===== src/rtl/core/tcpo_pkg.sv =====
package tcpo_pkg;

  // field widths
  localparam int unsigned ByteW  = 8;
  localparam int unsigned LenW   = 6;
  localparam int unsigned CodeW  = 4;
  localparam int unsigned WordW  = 32;
  localparam int unsigned ShiftW = 64;

  // result codes
  typedef enum logic [CodeW-1:0] {
    CODE_EOL      = 4'd0,
    CODE_NOP      = 4'd1,
    CODE_MSS      = 4'd2,
    CODE_WSCALE   = 4'd3,
    CODE_SACKOK   = 4'd4,
    CODE_SACK_HDR = 4'd5,
    CODE_SACK_BLK = 4'd6,
    CODE_TSTAMP   = 4'd7,
    CODE_FASTOPEN = 4'd8,
    CODE_UNK_HDR  = 4'd9,
    CODE_DATA     = 4'd10,
    CODE_BAD_KIND = 4'd11,
    CODE_BAD_LEN  = 4'd12
  } code_e;

  // option kinds
  localparam logic [ByteW-1:0] KindEol      = 8'd0;
  localparam logic [ByteW-1:0] KindNop      = 8'd1;
  localparam logic [ByteW-1:0] KindMss      = 8'd2;
  localparam logic [ByteW-1:0] KindWscale   = 8'd3;
  localparam logic [ByteW-1:0] KindSackOk   = 8'd4;
  localparam logic [ByteW-1:0] KindSack     = 8'd5;
  localparam logic [ByteW-1:0] KindTstamp   = 8'd8;
  localparam logic [ByteW-1:0] KindFastOpen = 8'd34;

  // fixed option lengths and the minimum option length
  localparam logic [LenW-1:0] LenMss    = 6'd4;
  localparam logic [LenW-1:0] LenWscale = 6'd3;
  localparam logic [LenW-1:0] LenTstamp = 6'd10;
  localparam logic [LenW-1:0] LenMin    = 6'd2;

  // classified byte handed from front to back
  typedef struct packed {
    logic              emit;   // produces a result
    logic              shift;  // body byte, goes into the value shifter
    code_e             code;
    logic [ByteW-1:0]  kind;
    logic [ByteW-1:0]  data;   // body byte or length byte, zero otherwise
    logic              stop;
  } op_t;

  typedef struct packed {
    code_e             code;
    logic [ByteW-1:0]  kind;
    logic [WordW-1:0]  value_a;
    logic [WordW-1:0]  value_b;
    logic              stop;
  } res_t;

endpackage


===== src/rtl/core/tcpo_if.sv =====
interface tcpo_in_if;
  logic       valid;
  logic       ready;
  logic [7:0] opt_byte;
  logic [5:0] area_len;
  logic       first_byte;

  modport source (output valid, opt_byte, area_len, first_byte, input ready);
  modport sink   (input valid, opt_byte, area_len, first_byte, output ready);
endinterface

interface tcpo_out_if;
  logic        valid;
  logic        ready;
  logic [3:0]  code;
  logic [7:0]  kind;
  logic [31:0] value_a;
  logic [31:0] value_b;
  logic        stop;

  modport source (output valid, code, kind, value_a, value_b, stop, input ready);
  modport sink   (input valid, code, kind, value_a, value_b, stop, output ready);
endinterface


===== src/rtl/core/tcp_option_parser.sv =====
// tcp options parser
// in_i: one options byte per request, with the area length and a first-byte
//   flag; the first byte of an area restarts the parse and latches the length
//   (saturated at MAX_AREA_BYTES)
// out_o: zero or one result per byte: code, kind, value_a, value_b and stop
// the front walks the kind/length records and classifies each byte, a
//   two-entry queue holds classified bytes, the back keeps a 64-bit shifter
//   of option body bytes and drives the registered result
// throughput: one byte per cycle while the queue is not full, set by the front record walker
// result path: an accepted byte is written into the queue, then its result is
//   loaded into the output register; while the receiver stalls the result
//   waits there
// receiver stall: the output register holds its result, the queue fills once
//   two more queued bytes wait behind it and in_i.ready then drops until
//   results drain
// bytes with no result that are not option body bytes never enter the queue
// reset: no area is open, so bytes are ignored until a first byte arrives;
//   the queue and output register come up empty
module tcp_option_parser #(
  parameter int unsigned MAX_AREA_BYTES = 40
) (
  input  logic        clk_i,
  input  logic        rst_ni,
  tcpo_in_if.sink     in_i,
  tcpo_out_if.source  out_o
);

  logic           q_full;
  logic           q_push;
  tcpo_pkg::op_t  push_op;
  logic           q_valid;
  tcpo_pkg::op_t  pop_op;
  logic           q_pop;
  logic           res_valid;
  tcpo_pkg::res_t res;

  // record walker and byte classifier
  tcpo_front #(
    .MAX_AREA_BYTES(MAX_AREA_BYTES)
  ) u_front (
    .clk_i       (clk_i),
    .rst_ni      (rst_ni),
    .valid_i     (in_i.valid),
    .ready_o     (in_i.ready),
    .opt_byte_i  (in_i.opt_byte),
    .area_len_i  (in_i.area_len),
    .first_byte_i(in_i.first_byte),
    .q_full_i    (q_full),
    .push_o      (q_push),
    .op_o        (push_op)
  );

  // decouples the walker from output stalls
  tcpo_queue u_queue (
    .clk_i    (clk_i),
    .rst_ni   (rst_ni),
    .push_i   (q_push),
    .push_op_i(push_op),
    .full_o   (q_full),
    .valid_o  (q_valid),
    .pop_op_o (pop_op),
    .pop_i    (q_pop)
  );

  // value assembly and result register
  tcpo_back u_back (
    .clk_i      (clk_i),
    .rst_ni     (rst_ni),
    .q_valid_i  (q_valid),
    .q_op_i     (pop_op),
    .q_pop_o    (q_pop),
    .out_valid_o(res_valid),
    .out_ready_i(out_o.ready),
    .res_o      (res)
  );

  assign out_o.valid   = res_valid;
  assign out_o.code    = res.code;
  assign out_o.kind    = res.kind;
  assign out_o.value_a = res.value_a;
  assign out_o.value_b = res.value_b;
  assign out_o.stop    = res.stop;

endmodule


===== src/rtl/core/tcpo_front.sv =====
module tcpo_front #(
  parameter int unsigned MAX_AREA_BYTES = 40
) (
  input  logic                         clk_i,
  input  logic                         rst_ni,
  input  logic                         valid_i,
  output logic                         ready_o,
  input  logic [tcpo_pkg::ByteW-1:0]   opt_byte_i,
  input  logic [tcpo_pkg::LenW-1:0]    area_len_i,
  input  logic                         first_byte_i,
  input  logic                         q_full_i,
  output logic                         push_o,
  output tcpo_pkg::op_t                op_o
);

  localparam logic [tcpo_pkg::LenW-1:0] MaxLen = tcpo_pkg::LenW'(MAX_AREA_BYTES);

  typedef enum logic [1:0] {
    PH_KIND,
    PH_LEN,
    PH_BODY
  } phase_e;

  phase_e                     phase_q, phase_d, ph_eff;
  logic [tcpo_pkg::LenW-1:0]  off_q, off_d, off_eff;
  logic [tcpo_pkg::LenW-1:0]  len_q, len_d, len_eff;
  logic [tcpo_pkg::LenW-1:0]  olen_q, olen_d;
  logic [tcpo_pkg::LenW-1:0]  bidx_q, bidx_d;
  logic [tcpo_pkg::ByteW-1:0] kind_q, kind_d;
  logic                       stopped_q, stopped_d, stop_eff;
  logic                       accept;
  logic                       needs_push;
  logic                       is_known;
  logic [8:0]                 rec_end;
  logic [tcpo_pkg::ByteW-1:0] b;

  assign ready_o = !q_full_i;
  assign accept  = valid_i && ready_o;
  assign b       = opt_byte_i;
  assign push_o  = accept && needs_push;

  assign is_known = (kind_q == tcpo_pkg::KindMss) || (kind_q == tcpo_pkg::KindWscale) ||
                    (kind_q == tcpo_pkg::KindSackOk) || (kind_q == tcpo_pkg::KindSack) ||
                    (kind_q == tcpo_pkg::KindTstamp) || (kind_q == tcpo_pkg::KindFastOpen);

  // end of record measured from its kind byte, one before the length byte
  assign rec_end = 9'(off_eff) - 9'd1 + 9'(b);

  always_comb begin
    // restart on the first byte of a new area
    if (first_byte_i) begin
      len_eff  = (area_len_i > MaxLen) ? MaxLen : area_len_i;
      off_eff  = '0;
      ph_eff   = PH_KIND;
      stop_eff = (len_eff == '0);
    end else begin
      len_eff  = len_q;
      off_eff  = off_q;
      ph_eff   = phase_q;
      stop_eff = stopped_q;
    end

    phase_d    = ph_eff;
    off_d      = off_eff;
    len_d      = len_eff;
    stopped_d  = stop_eff;
    olen_d     = olen_q;
    bidx_d     = bidx_q;
    kind_d     = kind_q;
    needs_push = 1'b0;
    op_o       = '{emit: 1'b0, shift: 1'b0, code: tcpo_pkg::CODE_EOL,
                   kind: '0, data: '0, stop: 1'b0};

    if (!stop_eff && (off_eff < len_eff)) begin
      off_d = off_eff + 6'd1;
      unique case (ph_eff)
        PH_KIND: begin
          if (b == tcpo_pkg::KindEol) begin
            stopped_d  = 1'b1;
            needs_push = 1'b1;
            op_o.emit  = 1'b1;
            op_o.code  = tcpo_pkg::CODE_EOL;
            op_o.stop  = 1'b1;
          end else if (b == tcpo_pkg::KindNop) begin
            needs_push = 1'b1;
            op_o.emit  = 1'b1;
            op_o.code  = tcpo_pkg::CODE_NOP;
            op_o.kind  = tcpo_pkg::KindNop;
          end else if (7'(off_eff) + 7'd1 >= 7'(len_eff)) begin
            // kind byte with no room for its length
            stopped_d  = 1'b1;
            needs_push = 1'b1;
            op_o.emit  = 1'b1;
            op_o.code  = tcpo_pkg::CODE_BAD_KIND;
            op_o.kind  = b;
            op_o.stop  = 1'b1;
          end else begin
            kind_d  = b;
            phase_d = PH_LEN;
          end
        end
        PH_LEN: begin
          op_o.kind = kind_q;
          op_o.data = b;
          if ((b < 8'(tcpo_pkg::LenMin)) || (b > 8'(len_eff)) || (rec_end > 9'(len_eff))) begin
            stopped_d  = 1'b1;
            needs_push = 1'b1;
            op_o.emit  = 1'b1;
            op_o.code  = tcpo_pkg::CODE_BAD_LEN;
            op_o.stop  = 1'b1;
          end else begin
            olen_d  = b[tcpo_pkg::LenW-1:0];
            bidx_d  = 6'd2;
            phase_d = (b == 8'(tcpo_pkg::LenMin)) ? PH_KIND : PH_BODY;
            if (kind_q == tcpo_pkg::KindSackOk) begin
              needs_push = 1'b1;
              op_o.emit  = 1'b1;
              op_o.code  = tcpo_pkg::CODE_SACKOK;
            end else if (kind_q == tcpo_pkg::KindFastOpen) begin
              needs_push = 1'b1;
              op_o.emit  = 1'b1;
              op_o.code  = tcpo_pkg::CODE_FASTOPEN;
            end else if (kind_q == tcpo_pkg::KindSack) begin
              needs_push = 1'b1;
              op_o.emit  = 1'b1;
              op_o.code  = tcpo_pkg::CODE_SACK_HDR;
            end else if (!is_known) begin
              needs_push = 1'b1;
              op_o.emit  = 1'b1;
              op_o.code  = tcpo_pkg::CODE_UNK_HDR;
            end
          end
        end
        PH_BODY: begin
          needs_push = 1'b1;
          op_o.shift = 1'b1;
          op_o.kind  = kind_q;
          op_o.data  = b;
          if (kind_q == tcpo_pkg::KindMss) begin
            op_o.emit = (olen_q == tcpo_pkg::LenMss) && (bidx_q == 6'd3);
            op_o.code = tcpo_pkg::CODE_MSS;
          end else if (kind_q == tcpo_pkg::KindWscale) begin
            op_o.emit = (olen_q == tcpo_pkg::LenWscale) && (bidx_q == 6'd2);
            op_o.code = tcpo_pkg::CODE_WSCALE;
          end else if (kind_q == tcpo_pkg::KindTstamp) begin
            op_o.emit = (olen_q == tcpo_pkg::LenTstamp) && (bidx_q == 6'd9);
            op_o.code = tcpo_pkg::CODE_TSTAMP;
          end else if (kind_q == tcpo_pkg::KindSack) begin
            // eighth byte of a sack block
            op_o.emit = (3'(bidx_q - 6'd2) == 3'd7);
            op_o.code = tcpo_pkg::CODE_SACK_BLK;
          end else if ((kind_q != tcpo_pkg::KindSackOk) &&
                       (kind_q != tcpo_pkg::KindFastOpen)) begin
            op_o.emit = 1'b1;
            op_o.code = tcpo_pkg::CODE_DATA;
          end
          bidx_d = bidx_q + 6'd1;
          if (7'(bidx_q) + 7'd1 >= 7'(olen_q)) begin
            phase_d = PH_KIND;
          end
        end
        default: begin
          phase_d = PH_KIND;
        end
      endcase
    end
  end

  always_ff @(posedge clk_i or negedge rst_ni) begin
    if (!rst_ni) begin
      phase_q   <= PH_KIND;
      off_q     <= '0;
      len_q     <= '0;
      olen_q    <= '0;
      bidx_q    <= '0;
      kind_q    <= '0;
      stopped_q <= 1'b1;
    end else if (accept) begin
      phase_q   <= phase_d;
      off_q     <= off_d;
      len_q     <= len_d;
      olen_q    <= olen_d;
      bidx_q    <= bidx_d;
      kind_q    <= kind_d;
      stopped_q <= stopped_d;
    end
  end

endmodule


===== src/rtl/core/tcpo_queue.sv =====
module tcpo_queue (
  input  logic          clk_i,
  input  logic          rst_ni,
  input  logic          push_i,
  input  tcpo_pkg::op_t push_op_i,
  output logic          full_o,
  output logic          valid_o,
  output tcpo_pkg::op_t pop_op_o,
  input  logic          pop_i
);

  // two-entry fifo
  tcpo_pkg::op_t mem_q [2];
  logic          wr_ptr_q, rd_ptr_q;
  logic [1:0]    cnt_q;
  logic          do_push, do_pop;

  assign full_o   = (cnt_q == 2'd2);
  assign valid_o  = (cnt_q != 2'd0);
  assign pop_op_o = mem_q[rd_ptr_q];
  assign do_push  = push_i && !full_o;
  assign do_pop   = pop_i && valid_o;

  always_ff @(posedge clk_i) begin
    if (do_push) begin
      mem_q[wr_ptr_q] <= push_op_i;
    end
  end

  always_ff @(posedge clk_i or negedge rst_ni) begin
    if (!rst_ni) begin
      wr_ptr_q <= 1'b0;
      rd_ptr_q <= 1'b0;
      cnt_q    <= 2'd0;
    end else begin
      if (do_push) begin
        wr_ptr_q <= !wr_ptr_q;
      end
      if (do_pop) begin
        rd_ptr_q <= !rd_ptr_q;
      end
      case ({do_push, do_pop})
        2'b10:   cnt_q <= cnt_q + 2'd1;
        2'b01:   cnt_q <= cnt_q - 2'd1;
        default: cnt_q <= cnt_q;
      endcase
    end
  end

endmodule


===== src/rtl/core/tcpo_back.sv =====
module tcpo_back (
  input  logic           clk_i,
  input  logic           rst_ni,
  input  logic           q_valid_i,
  input  tcpo_pkg::op_t  q_op_i,
  output logic           q_pop_o,
  output logic           out_valid_o,
  input  logic           out_ready_i,
  output tcpo_pkg::res_t res_o
);

  logic [tcpo_pkg::ShiftW-1:0] sh_q, sh_new;
  logic                        out_valid_q;
  tcpo_pkg::res_t              res_q, res_d;

  // results leave only when the output register frees up
  assign q_pop_o     = q_valid_i && (!q_op_i.emit || !out_valid_q || out_ready_i);
  assign out_valid_o = out_valid_q;
  assign res_o       = res_q;
  assign sh_new      = {sh_q[tcpo_pkg::ShiftW-9:0], q_op_i.data};

  always_comb begin
    res_d.code    = q_op_i.code;
    res_d.kind    = q_op_i.kind;
    res_d.stop    = q_op_i.stop;
    res_d.value_a = {24'd0, q_op_i.data};
    res_d.value_b = '0;
    case (q_op_i.code)
      tcpo_pkg::CODE_MSS: begin
        res_d.value_a = {16'd0, sh_new[15:0]};
      end
      tcpo_pkg::CODE_TSTAMP, tcpo_pkg::CODE_SACK_BLK: begin
        res_d.value_a = sh_new[63:32];
        res_d.value_b = sh_new[31:0];
      end
      default: begin
        res_d.value_b = '0;
      end
    endcase
  end

  always_ff @(posedge clk_i) begin
    if (q_pop_o && q_op_i.shift) begin
      sh_q <= sh_new;
    end
    if (q_pop_o && q_op_i.emit) begin
      res_q <= res_d;
    end
  end

  always_ff @(posedge clk_i or negedge rst_ni) begin
    if (!rst_ni) begin
      out_valid_q <= 1'b0;
    end else if (q_pop_o && q_op_i.emit) begin
      out_valid_q <= 1'b1;
    end else if (out_ready_i) begin
      out_valid_q <= 1'b0;
    end
  end

endmodule

===== src/flat_wrapper.sv =====
// flat-port wrapper written by rule: the top's interface ports become plain ports
module tcp_option_parser_flat 
#(
  parameter int unsigned MAX_AREA_BYTES = 40
)
  (clk_i, rst_ni, in_i_valid, in_i_opt_byte, in_i_area_len, in_i_first_byte, in_i_ready, out_o_valid, out_o_code, out_o_kind, out_o_value_a, out_o_value_b, out_o_stop, out_o_ready);
  tcpo_in_if in_i_i ();
  tcpo_out_if out_o_i ();
  input  logic clk_i;
  input  logic rst_ni;
  input wire logic [$bits(in_i_i.valid)-1:0] in_i_valid;
  input wire logic [$bits(in_i_i.opt_byte)-1:0] in_i_opt_byte;
  input wire logic [$bits(in_i_i.area_len)-1:0] in_i_area_len;
  input wire logic [$bits(in_i_i.first_byte)-1:0] in_i_first_byte;
  output wire logic [$bits(in_i_i.ready)-1:0] in_i_ready;
  output wire logic [$bits(out_o_i.valid)-1:0] out_o_valid;
  output wire logic [$bits(out_o_i.code)-1:0] out_o_code;
  output wire logic [$bits(out_o_i.kind)-1:0] out_o_kind;
  output wire logic [$bits(out_o_i.value_a)-1:0] out_o_value_a;
  output wire logic [$bits(out_o_i.value_b)-1:0] out_o_value_b;
  output wire logic [$bits(out_o_i.stop)-1:0] out_o_stop;
  input wire logic [$bits(out_o_i.ready)-1:0] out_o_ready;
  assign in_i_i.valid = in_i_valid;
  assign in_i_i.opt_byte = in_i_opt_byte;
  assign in_i_i.area_len = in_i_area_len;
  assign in_i_i.first_byte = in_i_first_byte;
  assign in_i_ready = in_i_i.ready;
  assign out_o_valid = out_o_i.valid;
  assign out_o_code = out_o_i.code;
  assign out_o_kind = out_o_i.kind;
  assign out_o_value_a = out_o_i.value_a;
  assign out_o_value_b = out_o_i.value_b;
  assign out_o_stop = out_o_i.stop;
  assign out_o_i.ready = out_o_ready;
  tcp_option_parser #(.MAX_AREA_BYTES(MAX_AREA_BYTES)) u_core (.clk_i(clk_i), .rst_ni(rst_ni), .in_i(in_i_i), .out_o(out_o_i));
endmodule

===== config.mk =====
export PLATFORM = sky130hd
export DESIGN_NAME = tcp_option_parser_flat
export DESIGN_NICKNAME = d
export VERILOG_FILES = /design/src/rtl/core/tcpo_pkg.sv /design/src/rtl/core/tcpo_if.sv /design/src/rtl/core/tcp_option_parser.sv /design/src/rtl/core/tcpo_front.sv /design/src/rtl/core/tcpo_queue.sv /design/src/rtl/core/tcpo_back.sv /design/src/flat_wrapper.sv
export SDC_FILE = /design/constraint.sdc
export NUM_CORES = 1
export LEC_CHECK = 0
export ABC_CLOCK_PERIOD_IN_PS = 7100
export BUFFER_PORTS_ARGS = -buffer_cell sky130_fd_sc_hd__buf_4
export CAP_MARGIN = 30
export CORE_MARGIN = 8
export CORE_UTILIZATION = 55
export CTS_CLUSTER_SIZE = 10
export DETAILED_ROUTE_END_ITERATION = 6
export PLACE_DENSITY_LB_ADDON = 0.1
export SLEW_MARGIN = 10
export SYNTH_ARGS = -nofsm -noshare
export SYNTH_HDL_FRONTEND = slang
export SYNTH_SLANG_ARGS = --single-unit

===== constraint.sdc =====
create_clock -name clk_i -period 7.1 [get_ports clk_i]
set_clock_uncertainty 0.15 [all_clocks]
set_input_delay 1.065 -clock clk_i [delete_from_list [all_inputs] [get_ports clk_i]]
set_output_delay 1.065 -clock clk_i [all_outputs]
set_load 0.02 [all_outputs]

==> flow_summary.yaml <==
outcome:
  run_status: "complete, no violations"
global_routing:
  grt_pass1_vias: 6826
  wire_length_of_the_first_global_routing_pass_um: 35200
  grt_max_degree: 61
  grt_antenna_before_repair: 0
  overflow: 0
  grt_util_all_layers_pct: 18.3
route:
  post_drt_wl_per_cell_um: 18.3
  ant_nets: 0
  dr.first_iter.drc_count: 440
  via_per_inst: 5.69
  number_of_detailed_routing_iterations_run_before_antenna_repair: 5
  route.final.wire_length_um: 21000
  route.detailed.drc: 0
  via_count: 6528
timing:
  post-route-period-util_pct: 68.4
  fin_crit_ns: 4.86
  final-max-slew-violation-count: 0
  slew_headroom_pct: 31.0
  hold_viol_final: 0
  achievable-frequency_mhz: 206
  setup_viol_count_final: 0
  final_critical_path_setup_slack_ns: 2.24
  grt_setup_unrepaired: "false"
  max_slew.worst_pin.slew_ns: 1.01
  setup_tns_ns: 0
finish:
  filler_cell_count: 1354
  final_instance_area_um2: 12000
  final_net_count: 962
  antenna_diode_count: 0
  share_of_cells_above_drive_strength_1_pct: 19.5
  flow.area_growth_from_synthesis_pct: 17.7
yosys:
  cells_taking_the_most_area_after_synthesis: "sky130_fd_sc_hd__edfxtp_1 53%, sky130_fd_sc_hd__dfrtp_1 9.6%, sky130_fd_sc_hd__ha_1 6.0%"
  synth.distinct_cells: 68
  synthesis.yosys.warnings: 0
  netlist_area_um2: 10200
  synth.cells.most_frequent: "179 x sky130_fd_sc_hd__edfxtp_1, 52 x sky130_fd_sc_hd__nor2_1, 49 x sky130_fd_sc_hd__ha_1, 49 x sky130_fd_sc_hd__nand2_1, 45 x sky130_fd_sc_hd__and2_1"
  syn_nets: 859
  syn-mean-instance-area_um2: 12.9
  netlist.area_leader.share_pct: 52.6
  cells_after_synthesis: 790
  synthDominantAreaCellType: "sky130_fd_sc_hd__edfxtp_1"
  synthFlopType: "sky130_fd_sc_hd__edfxtp_1"
  post-synth-top-count-cell: "sky130_fd_sc_hd__edfxtp_1"
  number_of_synthesized_flops_with_an_enable_pin: 179
  synth.yosys.seq_area_share_pct: 62.4
  synth_async_sr_flop_share_pct: 18.3
  synth.ff_latch_count: 219
floorplanning:
  core_area_um2: 18500
  dieHeight_um: 152
  dieArea_um2: 23200
  floorplan.rows: 50
  start_util_pct: 55.4
  die_w_um: 152
  io-pin-count: 98
pwr:
  internal_portion_of_total_power_uw: 3590
  sequentialPowerShare_pct: 42.4
  vdd_drop_max_mv: 0.218
  total_power_uw: 5540
  cellPowerDensity_nw_per_um2: 461
  power.share.clock_pct: 21.6
  power.switching_uw: 1950
  switching_share_pct: 35.2
  total_leakage_power_uw: 0.00479
  combinationalPowerShare_pct: 36.0
worst_setup_path:
  ff2ff_setup_slack_ns: 2.58
  ff2ff_path_depth: 15
  worst_setup_path_start_kind: "input port"
  cp_data_required_time_ns: 7.34
  worstPathCellList: "buf_4 > nor2b_1 > inv_1 > ha_1 > nor3b_1 > o31ai_1 > ha_1 > a21oi_1 > nand2_1 > xor2_1 > ha_1 > a21boi_0 > o21ai_0 > o2111ai_4 > or3_1 > mux2_4"
  worstSetupPathType: "input port to flop"
  reg2reg_to: "u_core.u_front.olen_q[1]"
  crit-reg2reg-launch: "u_core.u_front.off_q[1]"
  cpMaxStageDelayCell: "sky130_fd_sc_hd__or3_1"
  arrival_ns: 5.10
  largest_driver_fanout_on_the_critical_path: 38
  critical-path-max-stage-delay_ns: 0.60
  timing.critical_path.to_type: "flop"
  worstSetupEndpoint: "u_core.u_front.olen_q[1]"
  crit_path_start: "in_i_first_byte"
  critical-path-top-cell-by-count: "sky130_fd_sc_hd__ha_1"
clock_network:
  cts_buffers: 26
  cts-root-buf: "sky130_fd_sc_hd__clkbuf_16"
  post_cts.repair.setup_buffers: 0
  post_cts_hold_buffer_count: 0
  h-tree-depth: 1
  clock_tree.buffer_depth: 3
  clk_latency_ns: 0.51
  post_cts.resized_instances: 0
  cts.clk_slew.worst_paths_ns: 0.05
  tritoncts: "yes"
  clock-sinks: 219
placed_design:
  post_placement_setup_slack_ns: 1.71
  placed_cell_area_um2: 11200
  buffer_ports.inserted: 97
  place.gp.congestion: 0.920
  dp.final_hpwl_um: 14700
flow_run:
  drv_cap: 0
min_path:
  worst_hold_startpoint: "u_core.u_back.sh_q[43]"
  worst_hold_path_type: "flop to flop"
-- worst max-delay path: cells and delay by family --
family	cells	cell delay [ns]
multiplexers	1	0.36
adder cells (fa/ha/maj)	3	0.87
XOR/XNOR	1	0.15
AO/OA/AOI/OAI	5	1.27
buffers and inverters	2	0.29
AND/OR/NAND/NOR	4	1.07
-- metal layers --
metal  wire [µm]  GRT usage [%]
met1        9030           23.2
met3        1220           3.35
met4         603           6.71
met2       10200           31.0
met5           0              0
-- layout make-up --
cell class | instances | area [µm²] | share of cell area [%]
well taps | 234 | 293 | 2.44
clock inverters | 4 | 55.1 | 0.458
clock buffers | 44 | 718 | 5.97
multi-input cells | 500 | 3580 | 29.7
inverters | 38 | 143 | 1.19
flip-flops and latches | 219 | 6380 | 53.0
repair buffers | 108 | 861 | 7.16
-- logic make-up after synthesis --
logic type	Yosys count	share of synthesized area, %
DFF	219	62.4
buffers and inverters	71	2.78
adders and majority gates	51	6.29
AOI/OAI and AO/OA	143	9.80
and+or+nand+nor	243	12.2
xor gates and xnor gates	22	1.89
muxes	41	4.58
-- flip-flops by register name, indices dropped and copies added (netlist names) --
name and count:
u_core.u_back.out_valid_o 1, u_core.u_back.res_o 77, u_core.u_back.sh_q 56, u_core.u_front.bidx_q 6, u_core.u_front.kind_q 8, u_core.u_front.len_q 6, u_core.u_front.off_q 6, u_core.u_front.olen_q 6
u_core.u_front.phase_q 2, u_core.u_front.stopped_q 1, u_core.u_queue.cnt_q 2, u_core.u_queue.mem_q 46, u_core.u_queue.rd_ptr_q 1, u_core.u_queue.wr_ptr_q 1
-- worst min path at each step --
stage                                  end  depth (start not counted)
finish              u_core.u_back.sh_q[51]                          0
floorplan           u_core.u_back.sh_q[16]                          0
CTS                 u_core.u_back.sh_q[52]                          0
detailed placement  u_core.u_back.sh_q[51]                          0
global placement    u_core.u_back.sh_q[55]                          0
global route        u_core.u_back.sh_q[52]                          0
-- stage by stage --
stage	hold WS (ns)	cells	utilization, %
floorplan	0.267	790	-
global placement	0.272	1093	60.4
detailed placement	0.274	1097	60.8
CTS	0.286	1145	65.0
global route	0.299	1147	65.1
finish	0.288	1147	65.1
-- power by group through the flow --
stage	sequential, µW	combinational (µW)	clock, µW
after global routing	2410	2220	1270
after detailed placement	2370	2000	0
after CTS	2350	2010	1220
after global placement	2370	1910	0
final	2350	2000	1200
after floorplan	2530	1120	0
-- cell usage in the layout, fill, tap and decap left out, drive strengths merged, types with 27 or more instances in the layout --
master / instances
and2: 45
o21ai: 27
ha: 49
buf: 108
clkbuf: 44
dfrtp: 39
nor2: 52
edfxtp: 179
nand2: 49
a21oi: 29
inv: 38
mux2: 28
(Power assumes the default switching activity.)
